<file path="src/rtl/cssc_pkg.sv">
`timescale 1ns / 1ps
package cssc_pkg;

    localparam int CFG_INDEX_W = 2;
    localparam int CFG_DATA_W  = 24;

    localparam logic [CFG_INDEX_W-1:0] CFG_TICK_CLOCK  = 2'd0;
    localparam logic [CFG_INDEX_W-1:0] CFG_MIN_RPS     = 2'd1;
    localparam logic [CFG_INDEX_W-1:0] CFG_SENSE_LIMIT = 2'd2;

    localparam logic [23:0] TICK_CLOCK_RESET  = 24'd250000;
    localparam logic [15:0] MIN_RPS_RESET     = 16'd10;
    localparam logic [16:0] SENSE_LIMIT_RESET = 17'd65535;

    localparam logic [1:0] FUNC_TOOTH    = 2'd0;
    localparam logic [1:0] FUNC_OVERFLOW = 2'd1;
    localparam logic [1:0] FUNC_TABLE    = 2'd2;

    localparam logic [23:0] RPM_PER_RPS      = 24'd60;
    localparam logic [7:0]  NO_MATCH_ADVANCE = 8'hFF;

    localparam int DIVIDEND_W = 24;

    typedef struct packed {
        logic [1:0]  func;
        logic [15:0] interval;
        logic [3:0]  slot;
        logic [15:0] table_rpm;
        logic [7:0]  table_value;
    } req_t;

    typedef struct packed {
        logic        fire;
        logic        spark_select;
        logic [23:0] rps;
        logic [15:0] rpm;
        logic [27:0] pwm_frequency;
        logic [7:0]  advance_value;
        logic        synced;
    } rsp_t;

endpackage

</file>
<file path="src/rtl/cssc_if.sv">
`timescale 1ns / 1ps
interface cssc_req_if;
    logic               valid;
    logic               ready;
    cssc_pkg::req_t     data;
    modport source (output valid, output data, input ready);
    modport sink   (input valid, input data, output ready);
endinterface

interface cssc_rsp_if;
    logic               valid;
    logic               ready;
    cssc_pkg::rsp_t     data;
    modport source (output valid, output data, input ready);
    modport sink   (input valid, input data, output ready);
endinterface

</file>
<file path="src/rtl/cssc_div.sv">
`timescale 1ns / 1ps
module cssc_div #(
    parameter int DIVISOR_W = 18
) (
    input  logic                                clk,
    input  logic                                rst_n,
    input  logic                                start,
    input  logic [cssc_pkg::DIVIDEND_W-1:0]     dividend,
    input  logic [DIVISOR_W-1:0]                divisor,
    output logic                                done,
    output logic [cssc_pkg::DIVIDEND_W-1:0]     quotient
);
    import cssc_pkg::*;

    localparam int CNT_W = $clog2(DIVIDEND_W + 1);

    logic                   busy_reg;
    logic [CNT_W-1:0]       cnt_reg;
    logic [DIVIDEND_W-1:0]  quo_reg;
    logic [DIVISOR_W-1:0]   rem_reg;
    logic [DIVISOR_W-1:0]   dsr_reg;
    logic                   done_reg;
    logic [DIVISOR_W:0]     trial;
    logic                   fits;

    // restoring division, one quotient bit per cycle
    assign trial = {rem_reg, quo_reg[DIVIDEND_W-1]};
    assign fits  = trial >= {1'b0, dsr_reg};

    always_ff @(posedge clk or negedge rst_n)
    begin
        if (!rst_n)
        begin
            busy_reg <= 1'b0;
            cnt_reg  <= '0;
            quo_reg  <= '0;
            rem_reg  <= '0;
            dsr_reg  <= '0;
            done_reg <= 1'b0;
        end
        else
        begin
            done_reg <= 1'b0;
            if (start)
            begin
                busy_reg <= 1'b1;
                cnt_reg  <= '0;
                quo_reg  <= dividend;
                rem_reg  <= '0;
                dsr_reg  <= divisor;
            end
            else if (busy_reg)
            begin
                rem_reg <= fits ? DIVISOR_W'(trial - {1'b0, dsr_reg}) : trial[DIVISOR_W-1:0];
                quo_reg <= {quo_reg[DIVIDEND_W-2:0], fits};
                cnt_reg <= cnt_reg + 1'b1;
                if (cnt_reg == CNT_W'(DIVIDEND_W - 1))
                begin
                    busy_reg <= 1'b0;
                    done_reg <= 1'b1;
                end
            end
        end
    end

    assign done     = done_reg;
    assign quotient = quo_reg;

endmodule

</file>
<file path="src/rtl/crank_sync_spark_scheduler.sv">
`timescale 1ns / 1ps
// Crank-synchronous spark scheduler. Each req transaction carries one event:
// a tooth interval, a capture overflow or a timing-table write; each gives
// exactly one rsp transaction. One event is processed at a time. Overflows,
// table writes and teeth that are not schedule points go straight to the
// finish state. A sense tooth scans the interval ring memory. A schedule
// point scans the ring, runs the bit-serial divider on a nonzero interval
// sum and, when the spark fires, walks the timing table memory one entry a
// cycle. The user must write configuration through cfg_we, cfg_index,
// cfg_data only while the block is idle; the block itself does not enforce
// this.
module crank_sync_spark_scheduler #(
    parameter int TEETH             = 4,
    parameter int SENSE_REVOLUTIONS = 8,
    parameter int TABLE_SLOTS       = 16
) (
    input  logic                                clk,
    input  logic                                rst_n,
    cssc_req_if.sink                            req,
    cssc_rsp_if.source                          rsp,
    input  logic                                cfg_we,
    input  logic [cssc_pkg::CFG_INDEX_W-1:0]    cfg_index,
    input  logic [cssc_pkg::CFG_DATA_W-1:0]     cfg_data
);
    import cssc_pkg::*;

    localparam int TW    = $clog2(TEETH);
    localparam int CW    = $clog2(TEETH + 1);
    localparam int SUM_W = 16 + $clog2(TEETH);
    localparam int SW    = (TABLE_SLOTS > 1) ? $clog2(TABLE_SLOTS) : 1;
    localparam int SCW   = $clog2(TABLE_SLOTS + 1);

    typedef enum logic [2:0] {ST_IDLE, ST_SCAN, ST_DIV, ST_LOOKUP, ST_FIN} state_t;

    // configuration registers
    logic [23:0]            tick_reg;
    logic [15:0]            min_rps_reg;
    logic [16:0]            limit_reg;

    // crank state
    state_t                 state_reg;
    logic [TEETH-1:0]       ring_valid_reg;
    logic [TW-1:0]          pos_reg;
    logic [TW-1:0]          cur_reg;
    logic [7:0]             rev_reg;
    logic                   sync_reg;
    logic [TW-1:0]          ref_reg;
    logic [15:0]            last_rpm_reg;

    // scan bookkeeping
    logic                   sense_reg;
    logic [CW-1:0]          cnt_reg;
    logic [SUM_W-1:0]       sum_reg;
    logic [16:0]            best_reg;
    logic [TW-1:0]          best_idx_reg;
    logic                   best_hit_reg;
    logic [SCW-1:0]         tcnt_reg;
    logic [7:0]             prev_val_reg;
    logic                   div_start_reg;

    // result of the current transaction
    logic                   fire_reg;
    logic                   sel_reg;
    logic [23:0]            rps_reg;
    logic [27:0]            pwm_reg;
    logic [7:0]             adv_reg;

    // output stage
    logic                   rsp_valid_reg;
    rsp_t                   rsp_data_reg;

    // memories
    logic [15:0]            ring_mem [TEETH];
    logic [15:0]            ring_q;
    logic                   ring_qv;
    logic [23:0]            tab_mem [TABLE_SLOTS];
    logic [23:0]            tab_q;

    logic                   accept;
    logic                   ring_we;
    logic                   tab_we;
    logic [TW-1:0]          ring_ra;
    logic [SW-1:0]          tab_ra;
    logic [SW-1:0]          tab_wa;
    logic [15:0]            ring_d;
    logic [TW-1:0]          scan_idx;
    logic                   take;
    logic [TW-1:0]          fin_best_idx;
    logic                   fin_hit;
    logic [SUM_W-1:0]       sum_fin;
    logic [TW-1:0]          pos_inc;
    logic [TW:0]            second_raw;
    logic [TW-1:0]          second_pos;
    logic [7:0]             rev_inc;
    logic                   div_done;
    logic [23:0]            div_q;
    logic [23:0]            rpm_calc;
    logic [SW-1:0]          tab_idx;
    logic                   out_free;

    assign accept   = req.valid && req.ready;
    assign req.ready = (state_reg == ST_IDLE);
    assign ring_we  = accept && (req.data.func == FUNC_TOOTH);
    assign tab_we   = accept && (req.data.func == FUNC_TABLE) &&
                      (32'(req.data.slot) < TABLE_SLOTS);
    assign tab_wa   = SW'(req.data.slot);
    assign ring_ra  = (32'(cnt_reg) < TEETH) ? cnt_reg[TW-1:0] : '0;
    assign tab_ra   = (32'(tcnt_reg) < TABLE_SLOTS) ? tcnt_reg[SW-1:0] : '0;

    // interval ring: one write port at accept, one sweep read port
    always_ff @(posedge clk)
    begin
        if (ring_we)
        begin
            ring_mem[pos_reg] <= req.data.interval;
        end
        ring_q <= ring_mem[ring_ra];
    end

    // timing table: {rpm bound, advance}
    always_ff @(posedge clk)
    begin
        if (tab_we)
        begin
            tab_mem[tab_wa] <= {req.data.table_rpm, req.data.table_value};
        end
        tab_q <= tab_mem[tab_ra];
    end

    // entries never written since reset read as zero
    assign ring_d = ring_qv ? ring_q : 16'd0;

    // scan step: consumes the entry fetched in the previous cycle
    assign scan_idx     = TW'(cnt_reg - 1'b1);
    assign take         = sense_reg && ({1'b0, ring_d} < best_reg);
    assign fin_best_idx = take ? scan_idx : best_idx_reg;
    assign fin_hit      = best_hit_reg || take;
    assign sum_fin      = sum_reg + SUM_W'(ring_d);

    // tooth bookkeeping
    assign pos_inc    = (32'(pos_reg) == TEETH - 1) ? '0 : TW'(pos_reg + 1'b1);
    assign second_raw = {1'b0, ref_reg} + (TW + 1)'(2);
    assign second_pos = (32'(second_raw) >= TEETH) ? TW'(second_raw - (TW + 1)'(TEETH))
                                                   : second_raw[TW-1:0];
    assign rev_inc    = rev_reg + 8'd1;

    assign rpm_calc = div_q * RPM_PER_RPS;
    assign tab_idx  = SW'(tcnt_reg - 1'b1);
    assign out_free = !rsp_valid_reg || rsp.ready;

    cssc_div #(
        .DIVISOR_W (SUM_W)
    ) u_div (
        .clk      (clk),
        .rst_n    (rst_n),
        .start    (div_start_reg),
        .dividend (tick_reg),
        .divisor  (sum_reg),
        .done     (div_done),
        .quotient (div_q)
    );

    always_ff @(posedge clk or negedge rst_n)
    begin
        if (!rst_n)
        begin
            tick_reg       <= TICK_CLOCK_RESET;
            min_rps_reg    <= MIN_RPS_RESET;
            limit_reg      <= SENSE_LIMIT_RESET;
            state_reg      <= ST_IDLE;
            ring_valid_reg <= '0;
            ring_qv        <= 1'b0;
            pos_reg        <= '0;
            cur_reg        <= '0;
            rev_reg        <= '0;
            sync_reg       <= 1'b0;
            ref_reg        <= '0;
            last_rpm_reg   <= '0;
            sense_reg      <= 1'b0;
            cnt_reg        <= '0;
            sum_reg        <= '0;
            best_reg       <= '0;
            best_idx_reg   <= '0;
            best_hit_reg   <= 1'b0;
            tcnt_reg       <= '0;
            prev_val_reg   <= '0;
            div_start_reg  <= 1'b0;
            fire_reg       <= 1'b0;
            sel_reg        <= 1'b0;
            rps_reg        <= '0;
            pwm_reg        <= '0;
            adv_reg        <= '0;
            rsp_valid_reg  <= 1'b0;
            rsp_data_reg   <= '0;
        end
        else
        begin
            div_start_reg <= 1'b0;
            ring_qv       <= ring_valid_reg[ring_ra];

            // config must be written only while nothing is in flight; the block does not enforce it
            if (cfg_we)
            begin
                case (cfg_index)
                    CFG_TICK_CLOCK:  tick_reg    <= cfg_data[23:0];
                    CFG_MIN_RPS:     min_rps_reg <= cfg_data[15:0];
                    CFG_SENSE_LIMIT: limit_reg   <= cfg_data[16:0];
                    default:         ;
                endcase
            end

            // result taken; the finish state refills the stage itself
            if (rsp.ready && state_reg != ST_FIN)
            begin
                rsp_valid_reg <= 1'b0;
            end

            case (state_reg)
                ST_IDLE:
                begin
                    if (accept)
                    begin
                        fire_reg  <= 1'b0;
                        sel_reg   <= 1'b0;
                        rps_reg   <= '0;
                        pwm_reg   <= '0;
                        adv_reg   <= '0;
                        cnt_reg   <= '0;
                        sum_reg   <= '0;
                        best_reg  <= limit_reg;
                        best_hit_reg <= 1'b0;
                        state_reg <= ST_FIN;
                        case (req.data.func)
                            FUNC_TOOTH:
                            begin
                                ring_valid_reg[pos_reg] <= 1'b1;
                                cur_reg <= pos_reg;
                                pos_reg <= pos_inc;
                                if (sync_reg)
                                begin
                                    // schedule points: reference tooth and the tooth two after it
                                    if (pos_reg == ref_reg || pos_reg == second_pos)
                                    begin
                                        sense_reg <= 1'b0;
                                        state_reg <= ST_SCAN;
                                    end
                                end
                                else if (pos_inc == '0)
                                begin
                                    // a full revolution seen while unsynced
                                    if (rev_inc == 8'(SENSE_REVOLUTIONS))
                                    begin
                                        rev_reg   <= '0;
                                        sense_reg <= 1'b1;
                                        state_reg <= ST_SCAN;
                                    end
                                    else
                                    begin
                                        rev_reg <= rev_inc;
                                    end
                                end
                            end
                            FUNC_OVERFLOW:
                            begin
                                rev_reg  <= '0;
                                sync_reg <= 1'b0;
                            end
                            default: ;
                        endcase
                    end
                end

                ST_SCAN:
                begin
                    cnt_reg <= cnt_reg + 1'b1;
                    if (cnt_reg != '0)
                    begin
                        sum_reg      <= sum_fin;
                        best_idx_reg <= fin_best_idx;
                        best_hit_reg <= fin_hit;
                        if (take)
                        begin
                            best_reg <= {1'b0, ring_d};
                        end
                    end
                    if (32'(cnt_reg) == TEETH)
                    begin
                        if (sense_reg)
                        begin
                            // shortest interval below the limit becomes reference
                            sync_reg <= 1'b1;
                            if (fin_hit)
                            begin
                                ref_reg <= fin_best_idx;
                            end
                            state_reg <= ST_FIN;
                        end
                        else if (sum_fin == '0)
                        begin
                            state_reg <= ST_FIN;
                        end
                        else
                        begin
                            div_start_reg <= 1'b1;
                            state_reg     <= ST_DIV;
                        end
                    end
                end

                ST_DIV:
                begin
                    if (div_done)
                    begin
                        rps_reg      <= div_q;
                        last_rpm_reg <= rpm_calc[15:0];
                        sel_reg      <= (cur_reg == ref_reg);
                        tcnt_reg     <= '0;
                        if (div_q >= {8'd0, min_rps_reg})
                        begin
                            fire_reg  <= 1'b1;
                            pwm_reg   <= 28'({4'd0, div_q} * 28'(TEETH));
                            state_reg <= ST_LOOKUP;
                        end
                        else
                        begin
                            state_reg <= ST_FIN;
                        end
                    end
                end

                ST_LOOKUP:
                begin
                    // first entry whose successor bound lies above rpm
                    tcnt_reg <= tcnt_reg + 1'b1;
                    if (tcnt_reg != '0)
                    begin
                        prev_val_reg <= tab_q[7:0];
                        if (tab_idx != '0 && last_rpm_reg < tab_q[23:8])
                        begin
                            adv_reg   <= prev_val_reg;
                            state_reg <= ST_FIN;
                        end
                        else if (32'(tcnt_reg) == TABLE_SLOTS)
                        begin
                            adv_reg   <= NO_MATCH_ADVANCE;
                            state_reg <= ST_FIN;
                        end
                    end
                end

                ST_FIN:
                begin
                    if (out_free)
                    begin
                        rsp_valid_reg                <= 1'b1;
                        rsp_data_reg.fire            <= fire_reg;
                        rsp_data_reg.spark_select    <= sel_reg;
                        rsp_data_reg.rps             <= rps_reg;
                        rsp_data_reg.rpm             <= sync_reg ? last_rpm_reg : 16'd0;
                        rsp_data_reg.pwm_frequency   <= pwm_reg;
                        rsp_data_reg.advance_value   <= adv_reg;
                        rsp_data_reg.synced          <= sync_reg;
                        state_reg                    <= ST_IDLE;
                    end
                end

                default:
                begin
                    state_reg <= ST_IDLE;
                end
            endcase
        end
    end

    assign rsp.valid = rsp_valid_reg;
    assign rsp.data  = rsp_data_reg;

endmodule

</file>
<file path="src/flat_wrapper.sv">
// flat-port wrapper written by rule: the top's interface ports become plain ports
module crank_sync_spark_scheduler_flat import cssc_pkg::*;
#(
    parameter int TEETH             = 4,
    parameter int SENSE_REVOLUTIONS = 8,
    parameter int TABLE_SLOTS       = 16
)
  (clk, rst_n, cfg_we, cfg_index, cfg_data, req_valid, req_data, req_ready, rsp_valid, rsp_data, rsp_ready);
  cssc_req_if req_i ();
  cssc_rsp_if rsp_i ();
  input  logic clk;
  input  logic rst_n;
  input  logic cfg_we;
  input  logic [cssc_pkg::CFG_INDEX_W-1:0] cfg_index;
  input  logic [cssc_pkg::CFG_DATA_W-1:0] cfg_data;
  input wire logic [$bits(req_i.valid)-1:0] req_valid;
  input wire logic [$bits(req_i.data)-1:0] req_data;
  output wire logic [$bits(req_i.ready)-1:0] req_ready;
  output wire logic [$bits(rsp_i.valid)-1:0] rsp_valid;
  output wire logic [$bits(rsp_i.data)-1:0] rsp_data;
  input wire logic [$bits(rsp_i.ready)-1:0] rsp_ready;
  assign req_i.valid = req_valid;
  assign req_i.data = req_data;
  assign req_ready = req_i.ready;
  assign rsp_valid = rsp_i.valid;
  assign rsp_data = rsp_i.data;
  assign rsp_i.ready = rsp_ready;
  crank_sync_spark_scheduler #(.TEETH(TEETH), .SENSE_REVOLUTIONS(SENSE_REVOLUTIONS), .TABLE_SLOTS(TABLE_SLOTS)) u_core (.clk(clk), .rst_n(rst_n), .req(req_i), .rsp(rsp_i), .cfg_we(cfg_we), .cfg_index(cfg_index), .cfg_data(cfg_data));
endmodule
</file>
<file path="config.mk">
export PLATFORM = sky130hd
export DESIGN_NAME = crank_sync_spark_scheduler_flat
export DESIGN_NICKNAME = d
export VERILOG_FILES = /design/src/rtl/cssc_pkg.sv /design/src/rtl/cssc_if.sv /design/src/rtl/cssc_div.sv /design/src/rtl/crank_sync_spark_scheduler.sv /design/src/flat_wrapper.sv
export SDC_FILE = /design/constraint.sdc
export NUM_CORES = 1
export LEC_CHECK = 0
export BUFFER_PORTS_ARGS = -buffer_cell sky130_fd_sc_hd__buf_4
export CAP_MARGIN = 20
export CORE_MARGIN = 2
export CORE_UTILIZATION = 56
export CTS_CLUSTER_DIAMETER = 40
export DETAILED_ROUTE_END_ITERATION = 16
export PLACE_DENSITY = 0.73
export SYNTH_ARGS = -nofsm -noshare
export SYNTH_HDL_FRONTEND = slang
export SYNTH_HIERARCHICAL = 1
export SYNTH_SLANG_ARGS = --single-unit
</file>
<file path="constraint.sdc">
create_clock -name clk -period 8.7 [get_ports clk]
set_input_delay 1.74 -clock clk [delete_from_list [all_inputs] [get_ports clk]]
set_output_delay 1.74 -clock clk [all_outputs]
set_load 0.01 [all_outputs]
</file>
Word-level counts from Yosys, hierarchy flattened
Memory sizes are Yosys's and may differ from the RTL's. A register that Yosys moved wholly into a read port is not among the register bits.
Index checks and enable logic that the tools add are counted.
{"block": "op_classes", "n_addsub": 11, "mul": 1, "magnitude_cmp": 10, "n_eq_ne": 31, "n_mux": 95, "n_bitwise": 1, "reduce_logical": 47}
{"cell": "24-bit 2-to-1 mux", "n": 4}
{"cell": "18-bit 2-to-1 mux", "n": 5}
{"cell": "28-bit 2-to-1 mux", "n": 3}
{"cell": "8-bit 2-to-1 mux", "n": 7}
{"cell": "28-bit one-hot mux with 2 select lines", "n": 1}
{"cell": "17-bit 2-to-1 mux", "n": 3}
{"cell": "3-bit 2-to-1 mux", "n": 16}
{"cell": "24-bit one-hot mux with 2 select lines", "n": 1}
{"cell": "18-bit one-hot mux with 2 select lines", "n": 1}
{"cell": "17-bit one-hot mux with 2 select lines", "n": 1}
{"cell": "1-bit 2-to-1 mux", "n": 32}
{"cell": "16-bit 2-to-1 mux", "n": 2}
{"cell": "8-bit one-hot mux with 2 select lines", "n": 2}
{"cell": "24-bit by 16-bit >= comparator with 1-bit output", "n": 1}
{"cell": "24-bit by 4-bit multiplier with 14-bit output, second input constant", "n": 1}
{"cell": "19-bit by 18-bit >= comparator with 1-bit output", "n": 1}
{"cell": "18-bit by 16-bit adder with 18-bit output", "n": 1}
{"cell": "18-bit zero test", "n": 1}
{"cell": "2-bit AND reduction", "n": 9}
{"cell": "18-bit subtractor", "n": 1}
{"cell": "16-bit by 17-bit < comparator with 1-bit output", "n": 1}
{"cell": "16-bit < comparator", "n": 1}
{"cell": "4-bit AND reduction", "n": 4}
{"cell": "2-bit nonzero test", "n": 8}
{"cell": "other kinds (45)", "n": 89}
{"block": "word_totals", "regBits": 359, "ram_bits": 448, "inputBits": 77, "out_inout_bits": 81, "elab_cells": 238, "mem_count": 2}
{"name": "u_core.tab_mem", "depth": 16, "width": 24, "read_ports": 1, "rd_clocked_by_memory_dff": 1, "write_ports": 1, "line_no": "crank_sync_spark_scheduler.sv:76", "rtl": "logic [23:0] tab_mem [TABLE_SLOTS];"}
{"name": "u_core.ring_mem", "depth": 4, "width": 16, "read_ports": 1, "rd_clocked_by_memory_dff": 1, "write_ports": 1, "line_no": "crank_sync_spark_scheduler.sv:73", "rtl": "logic [15:0] ring_mem [TEETH];"}

Logic depth before layout (Yosys ltp)
{"block": "depth", "ltp_word": 10, "depth_mapped": 17, "ltp_nobuf": 14}

Modules after synthesis
The synthesis kept the hierarchy.
{"module": "crank_sync_spark_scheduler", "instances": 1, "cells_each": 2624, "area_per_inst_um2": 33581.0}
{"module": "cssc_div", "instances": 1, "cells_each": 433, "area_per_inst_um2": 4042.6}

Worst setup path before layout
Ideal clock, no wire load.
{"block": "synth_path", "path_kind": "input to register", "startpoint": "input req_data[44]", "endpoint": "memory u_core.tab_mem[0][0] (enable)", "arrival_ps": 4159, "t_required_ps": 8265, "setup_slack_ps": 4106, "cell_stages": 5, "cell_sequence": "clkbuf_1 > nor2_1 > nand2_1 > or3_1 > nor3_1"}
{"block": "synth_via", "elab_chain_len": 4}
{"item": "start: declaration", "line_no": "flat_wrapper.sv:17", "rtl": "input wire logic [$bits(req_i.data)-1:0] req_data;"}
{"item": "2-bit equality test", "line_no": "crank_sync_spark_scheduler.sv:104", "rtl": "assign tab_we = accept && (req.data.func == FUNC_TABLE) &&"}
{"item": "1-bit logical AND", "line_no": "crank_sync_spark_scheduler.sv:104"}
{"item": "1-bit 2-to-1 mux", "line_no": "crank_sync_spark_scheduler.sv:123", "rtl": "if (tab_we)"}
{"item": "1-bit 2-to-1 mux (not written as such)", "line_no": "crank_sync_spark_scheduler.sv:125", "rtl": "tab_mem[tab_wa] <= {req.data.table_rpm, req.data.table_value};"}
{"item": "end: declaration", "line_no": "crank_sync_spark_scheduler.sv:76"}
Every way passes these cells.

Worst setup path after layout
{"block": "layout_path", "startpoint": "register u_core.u_div.quo_reg[2], in the netlist u_core/u_div/quotient[2]", "endpoint": "register u_core.last_rpm_reg[14]"}
{"block": "layout_via", "elab_chain_len": 1}
{"item": "start: declaration", "line_no": "cssc_div.sv:19", "rtl": "logic [DIVIDEND_W-1:0] quo_reg;"}
{"item": "start signal: assignment", "line_no": "cssc_div.sv:48", "rtl": "quo_reg <= dividend;"}
{"item": "start signal: assignment", "line_no": "cssc_div.sv:55", "rtl": "quo_reg <= {quo_reg[DIVIDEND_W-2:0], fits};"}
{"item": "24-bit by 4-bit multiplier with 14-bit output", "line_no": "crank_sync_spark_scheduler.sv:147", "rtl": "assign rpm_calc = div_q * RPM_PER_RPS;"}
{"item": "end signal: assignment", "line_no": "crank_sync_spark_scheduler.sv:315", "rtl": "last_rpm_reg <= rpm_calc[15:0];"}
{"item": "end: declaration", "line_no": "crank_sync_spark_scheduler.sv:48", "rtl": "logic [15:0] last_rpm_reg;"}
Every way passes these cells.
A chain may end at the register's enable or synchronous reset.

==> flow_summary.rst <==
.. list-table::
   :header-rows: 1

   * - Metric
     - Value
   * - Status
     - finished clean
   * - Die Footprint
     - 69,270 um2
   * - Clock Skew
     - between 30 and 40 ps
   * - Max IR drop VDD
     - 0.0001990 V
   * - Post-CTS clock slew at the launch and capture registers of the worst setup and hold paths
     - 60 ps
   * - DR iter-0 viols
     - ~2,300
   * - Final slew viol count
     - 0
   * - Number of top-level design ports
     - between 150 and 200
   * - Net count reported at finish
     - approximately 3,400
   * - Hold path start
     - u_core/ring_valid_reg[1]
   * - Total CTS buffers
     - between 100 and 150
   * - Type of element capturing the critical path
     - flop
   * - Final weighted congestion of routability-driven global placement
     - slightly below 0.9
   * - RSZ-0062 raised after global routing
     - no
   * - Final non-filler cell area
     - roughly 44,000 um2
   * - Sum of overflow across all layers after global routing
     - 0
   * - Highest fanout seen on the critical path
     - 9
   * - Reported leakage power
     - 0.01776 uW
   * - Crit Path Class
     - flop to flop
   * - CTS sink count
     - roughly 840
   * - # Max-Cap Violations
     - 0
   * - Worst-margin pin slew
     - between 1000 and 1500 ps
   * - Mapped cell area
     - approximately 38,000 um2
   * - Final Hold Vio Count
     - 0
   * - Synthesized flop and latch total
     - between 800 and 900
   * - Count of cells along the worst register-to-register path
     - 12
   * - Drt first pass iters
     - 6
   * - Most frequent standard cell in the layout excluding fill and tap cells
     - sky130_fd_sc_hd__edfxtp_1
   * - Max-slew headroom
     - a little under a third
   * - Initial antenna violation count
     - 3
   * - TritonCTS clock tree
     - yes
   * - Detailed-route DRC error count
     - 0
   * - Cell at the root of the clock tree
     - sky130_fd_sc_hd__clkbuf_16
   * - Hold depth
     - 1
   * - Number of fill cells
     - 4,825
   * - Period Utilization, post-route
     - a little over two fifths
   * - Post-synthesis to final-layout area growth
     - 16.17%
   * - Depth of the CTS H-tree
     - 3
   * - Synthesized area divided by synthesized cell count
     - ~12 um2
   * - Vias in the first global route
     - ~26,000
   * - Horizontal die dimension
     - 263.2 um
   * - Data arrival, critical path
     - about 4300 ps
   * - Clock tree buffer depth
     - 3
   * - Achievable Freq
     - 265.0 MHz
   * - Origin of the critical flop-to-flop path
     - u_core/u_div/quotient[2]
   * - Remaining number of nets flagged by the antenna check after routing
     - 0
   * - Detailed-placement wirelength estimate
     - 60,720 um
   * - Setup slack of the most critical reg-to-reg path
     - 4930 ps
   * - Placed Instance Area
     - ~40,000 um2
   * - Setup violators final
     - 0
   * - Launching element type of the critical path
     - flop
   * - Final wirelength
     - around 93,000 um
   * - Commonest cells after routing, fill and taps aside
     - 448 x sky130_fd_sc_hd__edfxtp_1, 334 x sky130_fd_sc_hd__nand2_1, 319 x sky130_fd_sc_hd__dfrtp_1, 306 x sky130_fd_sc_hd__o21ai_0, 186 x sky130_fd_sc_hd__buf_4
   * - Number of buffers inserted by hold repair at cts
     - 0
   * - Vias per inst
     - approximately 6.1
   * - Power density over the cells
     - 233.5 nW/um2
   * - Total via count in the routed design
     - ~25,000
   * - Register with the most flip-flops
     - u_core/tab_mem
   * - R2R Path End
     - u_core/last_rpm_reg[14]
   * - Primary flip-flop cell chosen by synthesis mapping
     - sky130_fd_sc_hd__edfxtp_1
   * - Number of standard-cell rows in the floorplan
     - 95
   * - Post-route minimum period
     - approximately 3800 ps
   * - Seq/Total Area, Yosys
     - 61.18%
   * - Sum Neg Setup Slack
     - 0 ps
   * - Ys async rst share
     - 41.70%
   * - Port Buf Inserts
     - 151
   * - Maximum number of pins on one net before global-route repair
     - about 110
   * - Worst hold path class
     - flop to flop
   * - Largest register FFs
     - 384
   * - Post-cts resize count
     - 0
   * - Worst-case hold path end point
     - u_core/ring_valid_reg[1]
   * - Wire length of the first global-routing pass
     - ~150,000 um
   * - Height of the chip
     - 263.2 um
   * - Post-CTS setup buffer count
     - 0
   * - All-layer global routing usage
     - about 27%
   * - Clk Latency, worst-skew pair
     - 680 ps
   * - Starting utilization of the core area
     - about 56%
   * - Critical path required time
     - 9250 ps
   * - Routed wirelength normalized by instance count
     - 22.30 um
   * - Post-synth cell types
     - 103
   * - Cell count after synthesis
     - around 3,100
   * - Core outline area
     - 66,800 um2
   * - Share of cells above drive strength 1
     - 20.63%
   * - EDFF count, synth
     - approximately 450
   * - Syn. warnings
     - 6
[synth_stat cells (all sizes together), types with 6 or more instances]
master | number | area share (%)
a211oi | 31 | 0.62
a21o | 31 | 0.62
a21oi | 157 | 2.2
a221oi | 27 | 0.63
a22o | 9 | 0.21
a22oi | 27 | 0.54
a311oi | 9 | 0.24
a31oi | 25 | 0.43
and2 | 14 | 0.24
and3 | 9 | 0.16
buf | 58 | 0.93
clkbuf | 130 | 1.3
dfrtp | 324 | 22
dfstp | 25 | 1.7
dfxtp | 40 | 2.1
edfxtp | 448 | 36
fa | 23 | 1.2
ha | 90 | 3.0
inv | 128 | 1.3
mux2 | 178 | 5.3
mux2i | 110 | 2.9
nand2 | 335 | 3.3
nand2b | 16 | 0.27
nand3 | 83 | 1.1
nand3b | 6 | 0.12
nand4 | 10 | 0.17
nand4b | 6 | 0.14
nor2 | 95 | 0.95
nor2b | 25 | 0.42
nor3 | 26 | 0.35
nor3b | 7 | 0.14
o211ai | 14 | 0.31
o21a | 9 | 0.18
o21ai | 320 | 4.3
o221ai | 44 | 1.2
o31ai | 10 | 0.20
or2 | 6 | 0.10
or3 | 7 | 0.12
xnor2 | 38 | 0.88
xor2 | 18 | 0.42
[per-layer routing]
| metal | up-vias | wire (um) | GRT usage, % |
|---|---|---|---|
| li1 | 11530 | - | - |
| met3 | 190 | 5751 | 4.349 |
| met1 | 12580 | 37810 | 34.80 |
| met5 | - | 16 | 0 |
| met2 | 886 | 46040 | 45.35 |
| met4 | 2 | 3158 | 10.13 |
[report_power, final]
group          switching (uW)  internal [uW]  total, uW
Clock                    1800           3030       4840
Sequential               89.3           4340       4430
Combinational             599            341        941
Total                    2490           7710      10200
[cell type report]
class                      count  area [um2]  share of cell area [%]
sequential                   837       23030                   52.69
multi-input combinational   1908       13370                   30.60
clock buffer                 135        3044                   6.965
timing repair buffer         199        1673                   3.827
tap                          873        1092                   2.499
clock inverter                78        1006                   2.302
inverter                     129       484.2                   1.108
antenna                        2       5.005                 0.01145
[cells by family (layout without fill, tap and decap cells)]
logic type	after synthesis	count (layout)	synth area share, %
other	1	8	0.009967
flip-flops	837	837	61.18
adder cells (fa/ha/maj)	115	115	4.277
multiplexers	288	288	8.254
buffers and inverters	317	541	3.548
AND/OR/NAND/NOR	660	660	7.998
AO/OA/AOI/OAI	782	782	13.37
XOR/XNOR	57	57	1.363
[worst max-delay path by stage]
| stage | slack (ps) | startpoint | to |
|---|---|---|---|
| 2_1_floorplan | 4110 | req_data[44] | u_core/tab_mem[0][0] |
| 3_3_place_gp | 4270 | req_valid | u_core/tab_mem[3][20] |
| 3_5_place_dp | 4510 | req_valid | u_core/tab_mem[5][3] |
| 4_1_cts | 4910 | u_core/u_div/quotient[2] | u_core/last_rpm_reg[14] |
| 5_1_grt | 4700 | u_core/u_div/quotient[2] | u_core/last_rpm_reg[14] |
| 6_report | 4930 | u_core/u_div/quotient[2] | u_core/last_rpm_reg[14] |
[critical path, cell delays in order (launching register included)]
cell	delay (ps)
sky130_fd_sc_hd__dfrtp_1	590
sky130_fd_sc_hd__fa_1	540
sky130_fd_sc_hd__fa_1	500
sky130_fd_sc_hd__fa_1	430
sky130_fd_sc_hd__a21o_1	180
sky130_fd_sc_hd__a21oi_1	230
sky130_fd_sc_hd__o21bai_1	90
sky130_fd_sc_hd__a21oi_1	210
sky130_fd_sc_hd__o21ai_0	120
sky130_fd_sc_hd__a21o_1	220
sky130_fd_sc_hd__a21oi_1	230
sky130_fd_sc_hd__mux2i_1	240
sky130_fd_sc_hd__nand3_1	80
[through the flow]
step	total power, uW	hold slack, ps	util [%]	instances	worst slack (ps)
floorplan	5118	430.8	-	3062	4106
global placement	5381	442.6	58.96	3933	4274
detailed placement	5420	453.5	59.25	3942	4512
CTS	10240	467.5	65.31	4155	4914
global route	10530	476.8	65.43	4161	4702
finish	10210	469.6	65.43	4161	4927
Note: power is estimated with default switching activity, not from simulation.
